### src/rtl/crv_ram.sv
`timescale 1ns / 1ps
`default_nettype none
// ----------------------------------------------------------------------------
// crv_ram
// Simple dual-port RAM, one write and one registered read port.
// ----------------------------------------------------------------------------
module crv_ram #(
  parameter int WIDTH = 16,
  parameter int DEPTH = 64
) (
  input  wire logic                     clk,
  input  wire logic                     we,
  input  wire logic [$clog2(DEPTH)-1:0] waddr,
  input  wire logic [WIDTH-1:0]         wdata,
  input  wire logic [$clog2(DEPTH)-1:0] raddr,
  output      logic [WIDTH-1:0]         rdata
);

  logic [WIDTH-1:0] mem [DEPTH];

  always_ff @(posedge clk) begin
    if (we) mem[waddr] <= wdata;
    rdata <= mem[raddr];
  end

endmodule
`default_nettype wire

### config.mk
export PLATFORM = sky130hd
export DESIGN_NAME = crv_ram
export DESIGN_NICKNAME = d
export VERILOG_FILES = /design/src/rtl/crv_ram.sv
export SDC_FILE = /design/constraint.sdc
export NUM_CORES = 1
export LEC_CHECK = 0
export BUFFER_PORTS_ARGS = -buffer_cell sky130_fd_sc_hd__clkbuf_2
export CORE_ASPECT_RATIO = 1.25
export CORE_UTILIZATION = 38
export CTS_CLUSTER_DIAMETER = 30
export DETAILED_ROUTE_END_ITERATION = 8
export GPL_TIMING_DRIVEN = 0
export PLACE_DENSITY = 0.63
export SYNTH_ARGS = -nofsm -noshare
export SYNTH_HDL_FRONTEND = slang
export SYNTH_SLANG_ARGS = --single-unit
### constraint.sdc
create_clock -name clk -period 2.7 [get_ports clk]
set_input_delay 0.675 -clock clk [delete_from_list [all_inputs] [get_ports clk]]
set_output_delay 0.675 -clock clk [all_outputs]
set_load 0.1 [all_outputs]
======== Word level (Yosys, flattened, before mapping) ========
Memory sizes are Yosys's and may differ from the RTL's. A register that Yosys moved wholly into a read port is not among the register bits.
Cells that the tools add are included.
operators by class
  muxes and demuxes ....................... 2
operators with widths
  cell    number
  $mux 1  2
word-level totals
  register bits ........................... 0
  bits in writable memories ............... 1024
  output and inout port bits .............. 16
  word-level logic and storage cells ...... 3
  memories kept ........................... 1
memory list
  name  depth  bits a word  rd ports  clocked after Yosys merged registers in  write ports  line  source
  mem   64     16           1         1                                        1            19    logic [WIDTH-1:0] mem [DEPTH];

======== Longest topological paths before layout ========
  depth after elaboration ................. 2
  gate-level depth with buffers ........... 10

======== Worst setup path before layout ========
No wires, ideal clock.
  path kind ............................... input port to flip-flop
  start point ............................. in waddr[3]
  end point ............................... mem mem[48][0], enable pin
  arrival ................................. 2.301 ns
  data required time ...................... 2.291 ns
  slack ................................... -0.010 ns
  stages on the path ...................... 4
  buffers on the path ..................... 1
  cells stage by stage .................... clkbuf_1 > nor2b_1 > nand4b_1 > nor3_1
RTL lines
  item             line  source
  start, declared  13    input wire logic [$clog2(DEPTH)-1:0] waddr,
  end, declared    19
No word-level cell before the write port.

==> summary.md <==
| Metric | Value |
|---|---|
| Async set or reset register ratio after synthesis | `0%` |
| Crit path launch type | `primary input` |
| Post-DR vias/cell | `5.62` |
| GR Overflow Total | `0` |
| RSZ-0062 raised after global routing | `yes` |
| Antenna-violating nets left | `0` |
| Htree depth | `4` |
| Most frequent cells in the layout | `1024 x edfxtp_1, 220 x mux4_2, 153 x clkbuf_16` |
| Prevailing post-synth register cell | `edfxtp_1` |
| Fin crit share | `104%` |
| Clock transition at path regs | `60 ps` |
| Max VDD drop | `0.575 mV` |
| HPWL after detailed placement | `66800 µm` |
| Worst EP arrival | `3370 ps` |
| Skew-Pair Late Insertion Delay | `740 ps` |
| Nets | `2104` |
| Register Area | `0.0311 mm²` |
| Largest net degree at the start of global routing | `65` |
| Fillers | `8532` |
| Vias in the first global route | `20458` |
| Setup CP Type | `in2reg` |
| Outcome | `finished, violations left` |
| WP buf/inv | `3` |
| Final setup viols | `35` |
| Root Buffer | `clkbuf_16` |
| Critical Path End | `rdata[3]` |
| Adder-cell share of the synthesized area | `0%` |
| First DRT Iteration DRCs | `2085` |
| Worst slew pin tran | `1080 ps` |
| Non-Filler Cell Area, Final | `0.0479 mm²` |
| FP Rows | `132` |
| Seq/Total Area, Yosys | `77.6%` |
| R2R cell count | `5` |
| Sink Count | `1040` |
| Die Wd | `292 µm` |
| Commonest non-fill, non-tap cell in the layout | `edfxtp_1` |
| Vias | `19835` |
| Syn_area_per_cell | `21.9 µm²` |
| Multi-input logic area | `0.00848 mm²` |
| Syn_nets | `1859` |
| FMAX | `356 MHz` |
| Post-synthesis compound-gate area fraction | `2.41%` |
| Gr usage total | `19.6%` |
| Clk_skew | `20.9 ps` |
| Drt pass-1 iters | `5` |
| Yosys Warn Count | `0` |
| Fraction of layout cells with a size suffix above 1 | `33.6%` |
| Port bufs | `38` |
| Core Area | `0.104 mm²` |
| Number of cells on the critical path | `8` |
| Post-synth EDFFs | `1024` |
| Routed WL | `103000 µm` |
| CP Capture Type | `register` |
| Fin crit period | `2810 ps` |
| Mapped cell area | `0.0400 mm²` |
| Failing checks | `setup timing` |
| Dpl ws | `-1240 ps` |
| Fin. max-slew vios | `0` |
| Area share of xor/xnor cells in the synthesized design | `0%` |
| Post-synthesis mux area share | `15.5%` |
| Synthesized flop and latch total | `1040` |
| Relative slew slack | `27.7%` |
| CP cell instances | `buf_2, buf_4, buf_2, mux4_2, mux2i_1, a22oi_1, a31oi_1, a311oi_1` |
| CP Data Required Time | `3260 ps` |
| RR Startpoint | `mem[23][0]` |
| Final WS setup | `-110 ps` |
| Leak | `0.0153 µW` |
| # Max-Cap Violations | `0` |
| CP max stage cell | `mux2i_1` |
| HP Class | `in2reg` |
| Setup slack, reg-to-reg | `340 ps` |
| Most used cell, CP | `buf_2` |
| Crit path max-delay family | `buffers and inverters` |
| Post-Synth Simple-Gate Area | `2.65%` |
| IO Count | `46` |
| Final hold violation count | `0` |
| Placer Congestion | `0.879` |
| Synthesis-to-finish area growth | `19.7%` |
| Routed WL per cell | `29.3 µm` |
| Largest family of logic cells by synthesized area | `multiplexers` |
| Residual DRC | `0` |
| Initial Util | `38.5%` |
| CTS tree | `done` |
| Max clock buf depth | `3` |
| CTS Buf Count | `147` |
| Critical-path maximum fanout | `10` |
| Distinct cells, synth | `43` |
| First-pass GRT wire length | `147000 µm` |
| Post-DP Area | `0.0428 mm²` |
| Initial antenna violation count | `4` |
| CP startpoint | `raddr[2]` |
| PwrDens | `813 mW/mm²` |
| Die Footprint | `0.107 mm²` |
| Reg2reg end | `rdata[0]` |
| CP max stage delay | `500 ps` |
| Synth Instances | `1829` |
| Die Span Y | `365 µm` |
-- final cells by class --
type	instances	share of cell area (%)
antenna	1	0.00522
buffer	103	1.53
clock buffer	169	8.15
clock inverter	94	2.07
multi-input combinational	685	17.7
sequential	1040	64.8
tap	1340	3.50
timing repair buffer	97	2.25
-- per-layer routing --
| metal | vias up | track usage, % | part of all wire (%) |
|---|---|---|---|
| li1 | 8224 | - | - |
| met1 | 10460 | 24.1 | 37 |
| met2 | 901 | 32.7 | 50 |
| met3 | 242 | 4.52 | 7.8 |
| met4 | 8 | 9.93 | 5.1 |
| met5 | - | 0 | 0.048 |
-- Yosys cell counts, types with 6 or more instances --
library cell / instances / area [µm²]
a211o_1: 8 / 70.1
a211oi_1: 8 / 60.1
a21oi_1: 17 / 85.1
a221o_1: 6 / 60.1
a221oi_1: 16 / 140
a22o_1: 6 / 52.6
a22oi_1: 39 / 293
a311oi_1: 8 / 70.1
a31oi_1: 8 / 50.1
buf_2: 36 / 180
buf_4: 13 / 97.6
buf_6: 17 / 191
clkbuf_1: 24 / 90.1
dfxtp_1: 16 / 320
edfxtp_1: 1024 / 30700
mux2_2: 27 / 304
mux2i_1: 85 / 851
mux4_2: 220 / 4950
nand2_1: 59 / 221
nand3_1: 24 / 120
nand4_1: 12 / 75.1
nor2_1: 72 / 270
nor2b_1: 30 / 188
-- power by group --
group / switching, µW / internal, µW / leakage (µW)
combinational: 1440 / 650 / 0.00360
sequential: 33.7 / 17900 / 0.00935
clock: 7210 / 11700 / 0.00237
-- registers in the layout, summed over array words and instances (netlist names) --
signal  count
mem      1024
rdata      16
-- timing repair --
action                     4_1_cts  5_1_grt
gates resized for setup         11        8
gates cloned                     0        0
pin swaps                        1        0
hold buffers                     0        0
setup endpoints to repair       65      110
setup buffers                    4        0
-- worst min path at each step --
stage	startpoint	end	slack (ps)	cells after the start
after floorplan	mem[62][10]	rdata[10]	750	5
after global placement	mem[38][12]	rdata[12]	940	4
after detailed placement	mem[38][12]	rdata[12]	950	4
after CTS	waddr[0]	mem[55][8]	630	3
after global routing	wdata[5]	mem[25][5]	360	1
final	wdata[5]	mem[24][5]	370	1
-- through the flow --
| step | util (%) | TNS [ps] | power [µW] | hold slack, ps | cells |
|---|---|---|---|---|---|
| final | 46.1 | -936 | 39000 | 374 | 3529 |
| after global placement | 40.3 | -840730 | 20300 | 944 | 3207 |
| after detailed placement | 41.1 | -333760 | 20300 | 945 | 3254 |
| after floorplan | - | 0 | 19400 | 750 | 1829 |
| after CTS | 45.9 | 0 | 39200 | 635 | 3520 |
| after global routing | 46.1 | -6240 | 39900 | 355 | 3528 |
-- logic make-up after synthesis --
logic type / after synthesis
AND/OR/NAND/NOR: 220
AO/OA/AOI/OAI: 129
multiplexers: 336
buffers and inverters: 104
flip-flops: 1040
-- worst register-to-register path: stages, from the launching register on --
cell and delay (ps):
edfxtp_1 350, mux4_2 500, mux2i_1 500, a22oi_1 220
a31oi_1 500, a311oi_1 120
Note: power is estimated with default switching activity, not from simulation.
