[src/rtl/crv_pkg.sv]
`timescale 1ns / 1ps
`default_nettype none
// ----------------------------------------------------------------------------
// crv_pkg
// Shared sizes, command codes and types for the curve resampler.
// ----------------------------------------------------------------------------
package crv_pkg;

  localparam int SAMPLES = 64;
  localparam int SPAN    = SAMPLES - 1;
  localparam int IDX_W   = $clog2(SAMPLES);
  localparam int XP_W    = 16 + IDX_W;          // x * span, unsigned
  localparam int DX_W    = XP_W + 1;            // grid x minus segment end
  localparam int DY_W    = 18;                  // y0 - y1
  localparam int NUM_W   = DX_W + DY_W;
  localparam int DEN_W   = 17 + IDX_W;
  localparam int NW      = NUM_W + 2;           // rounded dividend
  localparam int DV_W    = DEN_W + 1;           // divisor 2*|den|
  localparam int REM_W   = DEN_W + 2;
  localparam int CNT_W   = $clog2(NW + 1);
  localparam int SW      = NW + 2;              // width handed to saturation

  typedef logic [1:0] op_t;
  localparam op_t OP_QUERY = 2'd0;
  localparam op_t OP_INVAL = 2'd1;
  localparam op_t OP_BUILD = 2'd2;

  typedef struct packed {
    op_t         op;
    logic [15:0] qx;
  } cmd_t;

  typedef struct packed {
    logic [15:0]        x;
    logic signed [16:0] y;
  } point_t;

  localparam int PT_W = $bits(point_t);

  typedef struct packed {
    logic build_done;
    logic busy;
  } bk_stat_t;

  function automatic logic signed [16:0] sat17(input logic signed [SW-1:0] v);
    logic signed [SW-1:0] lo;
    logic signed [SW-1:0] hi;
    lo = -(SW'(65536));
    hi = SW'(65535);
    if (v < lo) sat17 = 17'sh10000;
    else if (v > hi) sat17 = 17'sh0FFFF;
    else sat17 = v[16:0];
  endfunction

endpackage
`default_nettype wire

[src/rtl/crv_cmd_queue.sv]
`timescale 1ns / 1ps
`default_nettype none
// ----------------------------------------------------------------------------
// crv_cmd_queue
// Four-entry command queue between front and back.
// ----------------------------------------------------------------------------
module crv_cmd_queue import crv_pkg::*; (
  input  wire logic clk,
  input  wire logic rst,
  input  wire logic push,
  input  wire cmd_t wdata,
  output      logic full,
  input  wire logic pop,
  output      cmd_t rdata,
  output      logic empty
);

  cmd_t       buf_q [4];
  logic [1:0] wp;
  logic [1:0] rp;
  logic [2:0] cnt;
  logic       do_push;
  logic       do_pop;

  assign full    = (cnt == 3'd4);
  assign empty   = (cnt == 3'd0);
  assign do_push = push & ~full;
  assign do_pop  = pop & ~empty;
  assign rdata   = buf_q[rp];

  always_ff @(posedge clk) begin
    if (do_push) buf_q[wp] <= wdata;
  end

  always_ff @(posedge clk) begin
    if (rst) begin
      wp  <= '0;
      rp  <= '0;
      cnt <= '0;
    end else begin
      if (do_push) wp <= wp + 1'b1;
      if (do_pop) rp <= rp + 1'b1;
      cnt <= cnt + {2'b0, do_push} - {2'b0, do_pop};
    end
  end

endmodule
`default_nettype wire

[config.mk]
export PLATFORM = sky130hd
export DESIGN_NAME = crv_cmd_queue
export DESIGN_NICKNAME = d
export VERILOG_FILES = /design/src/rtl/crv_pkg.sv /design/src/rtl/crv_cmd_queue.sv
export SDC_FILE = /design/constraint.sdc
export NUM_CORES = 1
export LEC_CHECK = 0
export BUFFER_PORTS_ARGS = -buffer_cell sky130_fd_sc_hd__buf_2
export CAP_MARGIN = 20
export CELL_PAD_IN_SITES_DETAIL_PLACEMENT = 1
export CELL_PAD_IN_SITES_GLOBAL_PLACEMENT = 1
export CORE_MARGIN = 1
export CORE_UTILIZATION = 53
export DETAILED_ROUTE_END_ITERATION = 7
export PLACE_DENSITY = 0.83
export SYNTH_ARGS = -nofsm -noshare
export SYNTH_HDL_FRONTEND = slang
export SYNTH_SLANG_ARGS = --single-unit
[constraint.sdc]
create_clock -name clk -period 5.2 [get_ports clk]
set_clock_uncertainty 0.05 [all_clocks]
set_input_delay 1.04 -clock clk [delete_from_list [all_inputs] [get_ports clk]]
set_output_delay 1.04 -clock clk [all_outputs]
set_load 0.01 [all_outputs]
## After elaboration in Yosys (flattened, before gate mapping)

Memories as Yosys holds them, arrays and structs flattened. A register that Yosys moved wholly into a read port is not among the register bits.
Index checks and enable logic that the tools add are counted.

| storage, ports and cells | value |
|---|---|
| register bits after elaboration | 7 |
| bits in writable memories | 72 |
| input bits | 22 |
| word-level logic and storage cells | 18 |
| output and inout bits | 20 |
| memories kept | 1 |

Memories:

| memory | words | bits a word | rd ports | clocked after memory_dff | wr ports | RTL line | source |
|---|---|---|---|---|---|---|---|
| buf_q | 4 | 18 | 1 | 1 | 1 | crv_cmd_queue.sv:18 | `cmd_t buf_q [4];` |

| operators by class | value |
|---|---|
| equal/unequal tests | 1 |
| bitwise logic cells | 4 |
| add/sub/neg operators | 4 |
| reductions and logical operators | 1 |
| mux-type cells | 4 |

Operator list:

| operator | count |
|---|---|
| 2-bit by 1-bit adder with 2-bit output, second input constant | 2 |
| 2-bit 2-to-1 mux | 2 |
| 3-bit by 1-bit adder with 3-bit output | 1 |
| 3-bit == test, second input constant | 1 |
| 3-bit logical NOT | 1 |
| 3-bit by 1-bit subtractor with 3-bit output | 1 |
| 1-bit AND | 2 |
| 1-bit 2-to-1 mux | 2 |
| 1-bit inverter | 2 |

## Depth between registers and ports, before layout

| logic depth | value |
|---|---|
| word-level depth | 5 |
| gate-level depth with buffers | 10 |
| mapped depth without buffers | 10 |

## Worst setup path before layout

OpenSTA, ideal clock, no wires.

| timing path | value |
|---|---|
| kind | input-to-reg |
| start point | in push |
| end point | reg cnt[2] |
| data arrival time | 2550 ps |
| stages on the path | 10 |
| library setup time | 125 ps |
| buffers on the path | 0 |
| path slack | 2475 ps |
| required time | 5025 ps |
| path through | inv_1 > nor2_1 > inv_1 > ha_1 > inv_1 > ha_1 > fa_1 > xnor2_1 > xnor2_1 > nor2_1 |

| between the ends | value |
|---|---|
| longest elaborated chain between the ends | 3 |

RTL lines:

| what | RTL line | source |
|---|---|---|
| from (decl) | crv_cmd_queue.sv:10 | `input wire logic push,` |
| 1-bit AND | crv_cmd_queue.sv:27 | `assign do_push = push & ~full;` |
| 3-bit by 1-bit adder with 3-bit output | crv_cmd_queue.sv:43 | `cnt <= cnt + {2'b0, do_push} - {2'b0, do_pop};` |
| 3-bit by 1-bit subtractor with 3-bit output | crv_cmd_queue.sv:43 |  |
| to (signal assigned) | crv_cmd_queue.sv:43 |  |
| to (decl) | crv_cmd_queue.sv:21 | `logic [2:0] cnt;` |

No other way between the ends.
A chain may end at the register's enable or synchronous reset.

==> flow_summary.yaml <==
timing:
  tightest_slew_ns: 0.974
  whs_ns: 0.466
  slew_headroom: 0.350
  tns_ns: 0
  slew_viol_final: 0
  post-route-period-util: 0.589
  clock.fmax_ghz: 0.326
  setup_violations: 0
  rsz0062_at_grt: "no"
  layout_setup_ws_ns: 2.14
  min_period_ns: 3.06
  hold_viol_final: 0
worst_setup_path:
  reg2reg_depth: 10
  path_class: "register to output pin"
  crit_end: "rdata[0]"
  arrival_ns: 1.97
  worstPathRequired_ns: 4.11
  end_kind: "output pin"
  crit_path_max_incr_delay_ns: 0.67
  r2r_start: "cnt[1]"
  cp_max_fo: 12
  crit_path_cell_trace: "buf_16, mux4_1, buf_2"
  reg2reg_to: "cnt[2]"
  crit_slowest_cell: "dfxtp_1"
  start_kind: "register"
  r2r_slack_ns: 2.78
cells_and_area:
  drive_gt1_frac: 0.340
  final_nets: 222
  finish.utilization: 0.641
  synthToLayoutAreaGrowth_pct: 14.5
  diodes: 0
  num-fill-cells: 501
  postLayoutCellArea_mm2: 0.00357
global_routing:
  grt_max_degree: 19
  grt_usage: 0.210
  antenna_found_initial: 0
  overflow: 0
  grt_pass1_wl_mm: 8.91
  grt_pass1_vias: 1609
yosys:
  synth_area_leaders: "edfxtp_1 (69%), mux4_2 (7.2%), mux4_1 (6.7%)"
  synth.area.mux_share: 0.143
  synthSimpleGateAreaFrac: 0.0333
  synth_top_family_by_area: "multiplexers"
  syn_avg_cell_area_um2: 21.5
  ys_seq_area_frac: 0.751
  yosys.area.top_type_share: 0.693
  synthXorXnorAreaFrac: 0.00842
  synth_compound_area_frac: 0.0104
  synthAdderAreaFrac: 0.0305
  syn-num-nets: 174
  yosysUniqueCellTypes: 25
  yosys_register_bits: 81
  yosys_warnings: 0
  syn-cell-area_mm2: 0.00312
  synth_largest_area_cell: "edfxtp_1"
  syn_inst: 145
detailed_routing:
  first_iter_violations: 60
  met3_length_um: 150
  route.met2.wl_mm: 3.24
  final_antenna_net_count: 0
  top_layer: "met4"
  drc: 0
  route.detailed.wl_per_inst_um: 21.4
  first_pass_iters: 4
  vias_per_cell: 5.49
  wl_met1_mm: 2.30
  vias: 1477
  routed_wl_mm: 5.76
run:
  max_cap_viol_count: 0
die:
  dieArea_mm2: 0.00620
  die_height_um: 78.7
  chipWidth_um: 78.7
  io_pins: 42
  coreArea_mm2: 0.00557
  initial_core_util: 0.560
  row_count: 27
clock_tree:
  cts_root_buffer: "clkbuf_8"
  cts_hold_buf: 0
  path_clk_slew_ns: 0.08
  cts_sinks: 81
  clk_latency_ns: 0.33
  cts_made_buffers: 9
  cts.path.max_buffers: 2
  postCtsSetupRepairBufs: 0
  post_cts_resized: 0
  cts_tree: "yes"
  h-tree-depth: 3
placement:
  routabilityCongestion: 0.723
  numPortBuffers: 41
  dpl_cell_area_mm2: 0.00337
  hpwl_mm: 3.84
  place_ws_ns: 2.15
power_and_ir_drop:
  powerDensity_mw_per_mm2: 461
  p_leak_nw: 1.26
  irDropWorstVdd_mv: 0.214
min_path:
  hold_class: "register to register"
status:
  status: "complete, no violations"
==> layout by cell type (no fill, tap or decap) <==
cell type,synthesis,routed
bufinv_16,0,1
fa_1,1,1
mux2i_1,1,1
clkinv_1,0,2
o21ai_0,2,2
buf_2,2,41
a21oi_1,2,2
nor2b_1,2,2
nor3_2,1,1
inv_1,8,8
buf_16,0,1
mux4_2,10,10
clkinv_2,0,2
or3_1,2,2
o31ai_2,1,1
edfxtp_1,72,72
xor2_1,1,1
dfxtp_1,9,9
mux4_1,8,8
clkbuf_8,0,9
clkbuf_1,1,1
and2_1,4,4
nor3b_2,1,1
ha_1,6,6
nand2_1,1,1
xnor2_1,2,2
nand2b_1,2,2
nor2_1,4,4
==> worst min-delay path by stage <==
stage               startpoint       end  depth (start not counted)
floorplan                rp[1]  register                          2
global placement         rp[1]  register                          2
detailed placement       wp[1]     wp[1]                          2
CTS                      wp[1]     wp[1]                          2
global route             wp[1]     wp[1]                          2
finish                   wp[1]     wp[1]                          2
==> worst max-delay path, delay by kind of cell, from the launching register on <==
kind	cells	cell delay (ns)
mux	1	0.58
buf+inv	2	0.38
flops	1	0.67
==> routing by layer <==
metal / up-vias / GRT usage
li1: 674 / -
met1: 758 / 0.243
met2: 36 / 0.378
met3: 9 / 0.0517
met4: 0 / 0.0722
met5: - / 0
==> cells by family after synthesis <==
family          after synthesis
flops                        81
mux                          19
simple gates                 17
buf+inv                      13
fa+ha+maj                     7
compound gates                5
xor+xnor                      3
==> sequential cells by signal (all words and copies together) (netlist names), named ones only <==
register	flops
buf_q	72
rp	2
wp	2
cnt	3
==> area by class of cell <==
class | count | area, um2 | area share
Inverter | 8 | 30.0 | 0.00840
Multi-Input combinational cell | 51 | 703 | 0.197
Clock inverter | 5 | 47.5 | 0.0133
Timing Repair Buffer | 42 | 233 | 0.0651
Sequential cell | 81 | 2340 | 0.655
Clock buffer | 10 | 128 | 0.0357
Tap cell | 72 | 90.1 | 0.0252
==> cell usage after synthesis (all sizes together) <==
library cell	n
a21oi	2
and2	4
buf	4
clkbuf	1
dfxtp	9
edfxtp	72
fa	1
ha	6
inv	8
mux2i	1
mux4	18
nand2	1
nand2b	2
nor2	4
nor2b	2
nor3	1
nor3b	1
o21ai	2
o31ai	1
or3	2
xnor2	2
xor2	1
==> stage by stage <==
step | total power [mW] | instances
global placement | 1.20 | 253
global route | 1.72 | 269
CTS | 1.64 | 268
detailed placement | 1.23 | 253
floorplan | 1.11 | 145
finish | 1.65 | 269
==> power by group <==
part | leakage (nW) | switching [mW] | internal (mW)
registers | 0.733 | 0.0558 | 0.786
logic | 0.440 | 0.181 | 0.203
clock network | 0.0910 | 0.205 | 0.215
total | 1.26 | 0.442 | 1.20
(Power assumes the default switching activity.)
