$ cat config.mk
export PLATFORM = sky130hd
export DESIGN_NAME = crv_front
export DESIGN_NICKNAME = d
export VERILOG_FILES = /design/src/rtl/crv_pkg.sv /design/src/rtl/crv_front.sv
export SDC_FILE = /design/constraint.sdc
export NUM_CORES = 1
export LEC_CHECK = 0
export ABC_AREA = 1
export ABC_CLOCK_PERIOD_IN_PS = 1150
export BUFFER_PORTS_ARGS = -buffer_cell sky130_fd_sc_hd__buf_4
export CORE_ASPECT_RATIO = 2
export CORE_UTILIZATION = 30
export CTS_BUF_LIST = sky130_fd_sc_hd__clkbuf_2
export CTS_CLUSTER_SIZE = 25
export DETAILED_ROUTE_END_ITERATION = 6
export GPL_ROUTABILITY_DRIVEN = 0
export PLACE_DENSITY_LB_ADDON = 0.15
export SETUP_SLACK_MARGIN = 0.15
export SYNTH_ARGS = -nofsm -noshare
export SYNTH_HDL_FRONTEND = slang
export SYNTH_SLANG_ARGS = --single-unit
$ cat constraint.sdc
create_clock -name clk -period 1.15 [get_ports clk]
set_input_delay 0.23 -clock clk [delete_from_list [all_inputs] [get_ports clk]]
set_output_delay 0.23 -clock clk [all_outputs]
set_load 0.01 [all_outputs]
$ cat src/rtl/crv_pkg.sv
`timescale 1ns / 1ps
`default_nettype none
// ----------------------------------------------------------------------------
// crv_pkg
// Shared sizes, command codes and types for the curve resampler.
// ----------------------------------------------------------------------------
package crv_pkg;

  localparam int SAMPLES = 64;
  localparam int SPAN    = SAMPLES - 1;
  localparam int IDX_W   = $clog2(SAMPLES);
  localparam int XP_W    = 16 + IDX_W;          // x * span, unsigned
  localparam int DX_W    = XP_W + 1;            // grid x minus segment end
  localparam int DY_W    = 18;                  // y0 - y1
  localparam int NUM_W   = DX_W + DY_W;
  localparam int DEN_W   = 17 + IDX_W;
  localparam int NW      = NUM_W + 2;           // rounded dividend
  localparam int DV_W    = DEN_W + 1;           // divisor 2*|den|
  localparam int REM_W   = DEN_W + 2;
  localparam int CNT_W   = $clog2(NW + 1);
  localparam int SW      = NW + 2;              // width handed to saturation

  typedef logic [1:0] op_t;
  localparam op_t OP_QUERY = 2'd0;
  localparam op_t OP_INVAL = 2'd1;
  localparam op_t OP_BUILD = 2'd2;

  typedef struct packed {
    op_t         op;
    logic [15:0] qx;
  } cmd_t;

  typedef struct packed {
    logic [15:0]        x;
    logic signed [16:0] y;
  } point_t;

  localparam int PT_W = $bits(point_t);

  typedef struct packed {
    logic build_done;
    logic busy;
  } bk_stat_t;

  function automatic logic signed [16:0] sat17(input logic signed [SW-1:0] v);
    logic signed [SW-1:0] lo;
    logic signed [SW-1:0] hi;
    lo = -(SW'(65536));
    hi = SW'(65535);
    if (v < lo) sat17 = 17'sh10000;
    else if (v > hi) sat17 = 17'sh0FFFF;
    else sat17 = v[16:0];
  endfunction

endpackage
`default_nettype wire

$ cat src/rtl/crv_front.sv
`timescale 1ns / 1ps
`default_nettype none
// ----------------------------------------------------------------------------
// crv_front
// Takes input transactions, stores curve points, issues commands.
// ----------------------------------------------------------------------------
module crv_front import crv_pkg::*; (
  input  wire logic               clk,
  input  wire logic               rst,
  input  wire logic               push,
  output      logic               full,
  input  wire logic               mode,
  input  wire logic [15:0]        sample_x,
  input  wire logic signed [16:0] sample_y,
  input  wire logic [15:0]        query_x,
  output      cmd_t               q_data,
  output      logic               q_push,
  input  wire logic               q_full,
  output      logic               pt_we,
  output      logic [IDX_W-1:0]   pt_waddr,
  output      point_t             pt_wdata,
  input  wire bk_stat_t           stat
);

  logic [IDX_W-1:0] load_count;
  logic             waiting;
  logic             acc;
  logic             first;
  logic             last;

  assign full  = waiting | q_full;
  assign acc   = push & ~full;
  assign first = (load_count == '0);
  assign last  = (load_count == IDX_W'(SPAN));

  assign q_push    = acc & (mode | first | last);
  assign q_data.op = mode ? OP_QUERY : (last ? OP_BUILD : OP_INVAL);
  assign q_data.qx = query_x;

  assign pt_we      = acc & ~mode;
  assign pt_waddr   = load_count;
  assign pt_wdata.x = sample_x;
  assign pt_wdata.y = sample_y;

  always_ff @(posedge clk) begin
    if (rst) begin
      load_count <= '0;
      waiting    <= 1'b0;
    end else begin
      if (acc && !mode) begin
        load_count <= last ? '0 : load_count + 1'b1;
        if (last) waiting <= 1'b1;
      end
      if (stat.build_done) waiting <= 1'b0;
    end
  end

endmodule
`default_nettype wire

After elaboration in Yosys (flattened, before gate mapping)
Cells that the tools add are included.

Add/sub/neg operators: 1. Equality and inequality tests: 1. Muxes and demuxes: 3. Bitwise gates (word level): 8. Reduce and logical (&&, ||, !) cells: 5.

Operators by type and width (number): adder 6 x 1 -> 6 bit, second input constant (1); equality test 6 bit, second input constant (1); logical NOT 6 bit (1); 2-to-1 mux 6 bit (1); 2-to-1 mux 2 bit (2); bitwise AND 1 bit (3); OR 1 bit (3); inverter 1 bit (2); AND reduction 2 bit (1); OR reduction 2 bit (1); logical AND 1 bit (1); logical NOT 1 bit (1).

Register bits after elaboration: 7. Input bits: 56. Word-level logic and storage cells: 20.

Logic depth before layout (Yosys ltp)
Gate-level depths: netlist of the first run.

Depth in word-level cells: 5. Depth in mapped cells: 8. Gate-level depth less buffers: 8.

Least setup slack after synthesis of the first run
OpenSTA, ideal clock, no wires.

Path type: reg2out. Start point: reg load_count[0] (netlist: pt_waddr[0]). End point: out q_push. Arrival: 1147 ps. Data required time: 920 ps. Slack: -227 ps. Cell stages (with the launch flop): 8. Cell sequence: dfxtp_1 ha_1 nand2_1 inv_1 nand2_2 inv_1 nor2_1 a21oi_1.

Longest elaborated chain between the ends: 4. Elaborated cells on any way between the ends: 5.

Ends and longest elaborated chain: start, declared (RTL line crv_front.sv:25) `logic [IDX_W-1:0] load_count;`; start signal, assigned (RTL line crv_front.sv:51) `load_count <= last ? '0 : load_count + 1'b1;`; logical NOT 6 bit (RTL line crv_front.sv:33) `assign first = (load_count == '0);`; OR 1 bit (RTL line crv_front.sv:36) `assign q_push = acc & (mode | first | last);`; OR 1 bit (*) (RTL line crv_front.sv:36); bitwise AND 1 bit (*) (RTL line crv_front.sv:36); end, declared (RTL line crv_front.sv:17) `output logic q_push,`.

Every way passes the cells marked *; elsewhere a longest branch is shown, timed or not.

Worst setup path after layout of the first run
Same ends and word-level chain as after synthesis.

==> results.ini, run 1 <==
[finish]
drive_gt1_share_pct=68.3
multiInputGateArea_um2=318
nets=163
seqCellArea_um2=156
diodes=0
fin_cells=131
design_area_um2=953
area_growth_pct=21.9
n_fill_cell=263

[routing]
wl_per_cell_um=13.2
drc=0
dr.pass1.iters=5
vias=603
drt-total-wl_um=1730
viasPerCell=4.60
antenna_left=0
drt_iter0_markers=6

[clocking]
cts_tree=built
root_buffer=clkbuf_2
cts_hold_buf=0
htree_levels=1
path_clk_slew_ns=0.09
numCtsBuffers=3
clock_latency_ns=0.25
clock_path_buffers=2
clock_sinks=7

[timing]
fin_skew_ns=0.00673
slew_headroom_pct=83.6
fmax_mhz=665
rsz0062_at_grt=yes
period_minus_slack_ns=1.50
finalHoldViolCount=0
drv_slew=0
period_share_pct=131
finalSetupViolCount=12
setup_ws_ns=-0.353
worst_pin_slew_ns=0.246
tns_ns=-1.37

[min_path]
min_path_type=in -> reg

[die]
die_area_um2=2830
start_util_pct=32.5
fp.dieH_um=74.2
die_w_um=38.1
core_area_um2=2410
ios=116
rows=25

[logic_synthesis]
synth_compound_area_share_pct=7.36
yosys-top-cells-area=buf_4 47%, dfxtp_1 18%, nand2_1 5.8%
synth_common_cells=49 x buf_4, 12 x nand2_1, 11 x inv_1, 10 x nor2_1, 7 x dfxtp_1
synth.most_common_cell=buf_4
synth.ff_latch_count=7
async_flop_share_pct=0
syn_inst=110
syn_nets=168
yosys.area_share.xor_xnor_pct=0
synth_edf_count=0
syn_area_um2=782
synth_top_cell_by_area=buf_4
synth_top_cell_area_share_pct=47.0
seq_area_frac_synth_pct=17.9
synth_mux_area_share_pct=0
synthSimpleGateAreaFrac_pct=18.7
yosys_warnings=0
synthAdderAreaFrac_pct=3.20
synth_top_family_by_area=buffers and inverters
synth_ff_type=dfxtp_1
syn_avg_cell_area_um2=7.11
synth.distinct_cells=17

[global_route]
grt_pass1_wl_um=2490
grt_pass1_vias=589
grt_start_max_net_pins=6
grt_antenna_before_repair=0
track_usage_pct=12.4
grt_overflow_total=0

[pwr]
p_leak_nw=0.445
ir_drop_mv=0.273
power_density_nw_per_um2=618
power_uw=589

[critical_path]
startpoint=pt_waddr[0]
required_ns=0.92
end_kind=primary output
r2r_start=pt_waddr[0]
reg2reg_depth=10
crit_fanout=4
worstSetupEndpoint=q_push
path_class=reg -> out
r2r-end=pt_waddr[5]
rrSetupSlack_ns=-0.09
worstPathArrival_ns=1.27
critPathLaunchType=register

[placed_design]
dp_hpwl_um=1130
portBuffers=16
placed_area_um2=679
dp.cells=114

[status]
status=complete, but fails checks
violations=setup timing

[run]
maxCapViolations=0

[area by class of cell]
type	count	area share, %
Timing Repair Buffer	39	39.9
Inverter	12	4.72
Sequential cell	7	16.4
Tap cell	27	3.54
Multi-Input combinational cell	42	33.3
Clock buffer	4	2.10
[worst max-delay path: stages, from the launching register on]
cell,delay (ns)
dfxtp_4,0.37
ha_4,0.16
nand2_2,0.06
inv_2,0.05
nand2_4,0.06
inv_2,0.04
nor2_4,0.10
a21oi_2,0.05
buf_4,0.13
[sequential cells by signal, indices dropped and copies added, names as in the netlist]
register and flops:
pt_waddr 6, waiting 1
[worst min path at each step]
stage / from / end / slack, ns / cells past startpoint
finish: stat[1] / waiting / 0.20 / 3
global route: stat[1] / waiting / 0.19 / 3
floorplan: rst / pt_waddr[5] / 0.37 / 3
global placement: sample_y[8] / pt_wdata[8] / 0.46 / 0
CTS: stat[1] / waiting / 0.20 / 3
detailed placement: sample_y[8] / pt_wdata[8] / 0.46 / 0
[stage by stage]
stage               hold WS, ns  setup slack (ns)  utilization, %
floorplan                 0.373           -0.0229               -
global placement          0.460           -0.0875            28.2
detailed placement        0.460           -0.0901            28.2
CTS                       0.204            -0.355            35.2
global route              0.186            -0.451            39.6
finish                    0.203            -0.353            39.6
[per-layer routing]
| layer | global-route usage, % | part of all wire (%) | vias up |
|---|---|---|---|
| li1 | - | - | 273 |
| met1 | 11.0 | 30 | 275 |
| met2 | 20.5 | 56 | 29 |
| met3 | 2.69 | 8.8 | 26 |
| met4 | 13.5 | 5.6 | 0 |
| met5 | 0 | 0 | - |
[cell families (layout without fill, tap and decap cells)]
kind of cell	Yosys count	after routing
simple gates	29	29
fa+ha+maj	2	2
compound gates	11	11
flops	7	7
buf+inv	61	55
[placed cells by master (no fill, tap or decap), drive strengths merged]
master,Yosys,layout
dfxtp,7,7
o21ai,4,4
nand2,13,13
inv,12,12
clkbuf,0,4
ha,2,2
nand3,2,2
o21a,1,1
buf,49,39
nor2,13,13
nand4,1,1
a21oi,6,6
[power by group]
part           internal (mW)  total (mW)  leakage (nW)  switching [mW]
sequential             0.241       0.247        0.0609         0.00555
combinational         0.0793       0.143         0.368          0.0637
clock                 0.0924       0.200        0.0166           0.107
total                  0.413       0.589         0.445           0.176
[what timing repair did]
item | in CTS | in global routing
setup buffers | 6 | 6
gates resized for setup | 25 | 14
cloned | 1 | 0
setup endpoints to repair | 17 | 18
pin swaps | 8 | 4
No activity file was read; power rests on OpenSTA's default activity.
==> run 2: changes to the inputs <==
ABC_CLOCK_PERIOD_IN_PS = 1580   (was 1150)
clock period = 1.58 ns   (was 1.15 ns; I/O delays follow)
==> run 2 against run 1 <==
The run still ends with setup timing left. Sequential cell count is the same. Wire length shrank 15%. Critical endpoint is now q_data[17]. Power shrank 34%. Via count shrank 11%. Die area is the same. Sequential share of layout area grew 4.2 points. Combinational power shrank 51%. Clock power shrank 30%.
==> results.ini, run 2 (synthesized netlist as in run 1, its figures left out) <==
[critical_path]
cp_cell_sequence=ha_4 -> nand2_2 -> inv_2 -> nand2_4 -> buf_6 -> nor2_2 -> buf_4
required_ns=1.26
critical-path-top-delay-family=flip-flops
cpPeakStageDelay_ns=0.38
path_buf_inv=3
r2r-end=pt_waddr[5]
rrSetupSlack_ns=0.35
worstPathArrival_ns=1.27
r2r_start=pt_waddr[1]
cpMaxStageDelayCell=dfxtp_4
crit_fanout=4
reg2reg_depth=9
end_kind=primary output
path_class=reg -> out
critPathLaunchType=register

[pwr]
power_uw=391
ir_drop_mv=0.198
p_leak_nw=0.352
power_density_nw_per_um2=533

[routing]
drc=0
vias=539
drt-total-wl_um=1460
dr.pass1.iters=4
wl_per_cell_um=12.4
drt_iter0_markers=2
viasPerCell=4.57
antenna_left=0

[min_path]
whs_endpoint=waiting
min_path_type=in -> reg
whs_path_depth=3
min_from=stat[1]

[run]
maxCapViolations=0

[die]
die_w_um=38.1
start_util_pct=32.5
die_area_um2=2830
ios=116
core_area_um2=2410
fp.dieH_um=74.2
rows=25

[clocking]
root_buffer=clkbuf_2
cts_hold_buf=0
path_clk_slew_ns=0.08
clock_latency_ns=0.24
numCtsBuffers=3
clock_path_buffers=2
cts_tree=built
htree_levels=1
clock_sinks=7

[placed_design]
dp_slack_ns=0.117
portBuffers=16
dp_hpwl_um=1060

[timing]
fmax_mhz=631
fin_skew_ns=0.00399
setup_ws_ns=-0.00585
finalHoldViolCount=0
period_share_pct=100
timing.hold.ws_ns=0.302
finalSetupViolCount=2
rsz0062_at_grt=yes
drv_slew=0
slew_headroom_pct=88.2
worst_pin_slew_ns=0.175
period_minus_slack_ns=1.59

[global_route]
grt_pass1_wl_um=2080
track_usage_pct=10.5
grt_pass1_vias=509
grt_start_max_net_pins=10
grt_overflow_total=0
grt_antenna_before_repair=0

[finish]
final_common_cell=buf_4
drive_gt1_share_pct=53.8
nets=150
most-common-layout-cells=24 x buf_4, 10 x nand2_1, 8 x inv_1, 8 x nor2_1, 5 x a21oi_1
diodes=0
largest_register_ffs=6
area_growth_pct=-6.24

[status]
status=complete, but fails checks
violations=setup timing

[run 2: cell types whose count changed in the layout (fill, tap and decap cells not counted), sizes merged]
cell	delta
buf	-13
[run 2: layer usage]
layer,track usage (%),part of all wire [%],vias up
met4,13.1,7.4,0
met3,3.28,11,24
met2,16.9,50,29
li1,-,-,250
met5,0,0,-
met1,8.47,32,236
[run 2: layout make-up]
class / instances / area [um2]
tap: 27 / 33.8
clock buffer: 4 / 20.0
fill: 260 / 1680
timing repair buffer: 26 / 203
multi-input combinational: 42 / 278
inverter: 12 / 47.5
sequential: 7 / 151
[run 2: worst max-delay path by stage]
| stage | startpoint | to | slack, ns | depth (start not counted) |
|---|---|---|---|---|
| 3_5_place_dp | pt_waddr[0] | q_push | 0.12 | 8 |
| 6_report | pt_waddr[1] | q_data[17] | -0.006 | 7 |
| 3_3_place_gp | pt_waddr[0] | q_push | 0.13 | 8 |
| 5_1_grt | pt_waddr[1] | q_push | -0.10 | 8 |
| 4_1_cts | pt_waddr[0] | q_push | -0.03 | 8 |
| 2_1_floorplan | pt_waddr[0] | q_push | 0.19 | 7 |
[run 2: tightest hold or removal path, stage by stage]
cell and delay [ns]:
buf_4 0.07, nor2_1 0.03, o21a_1 0.08
[run 2: through the flow]
stage          std cells  utilization (%)  TNS (ns)  instance area (um2)
3_5_place_dp         105             24.2         0                  582
3_3_place_gp         105             24.2         0                  582
4_1_cts              113             27.5   -0.0694                  662
6_report             118             30.4   -0.0114                  733
2_1_floorplan        110                -         0                  788
5_1_grt              118             30.4    -0.182                  733
[run 2: what timing repair did]
| action | CTS | global route |
|---|---|---|
| setup endpoints to repair | 4 | 3 |
| pin swaps | 5 | 6 |
| hold endpoints to repair | 0 | 0 |
| resized for setup | 12 | 9 |
| buffers inserted | 4 | 5 |
[run 2: where the power goes]
part           total (mW)  switching, mW  internal [mW]
sequential          0.180        0.00397          0.176
clock               0.141         0.0741         0.0673
combinational      0.0695         0.0342         0.0353
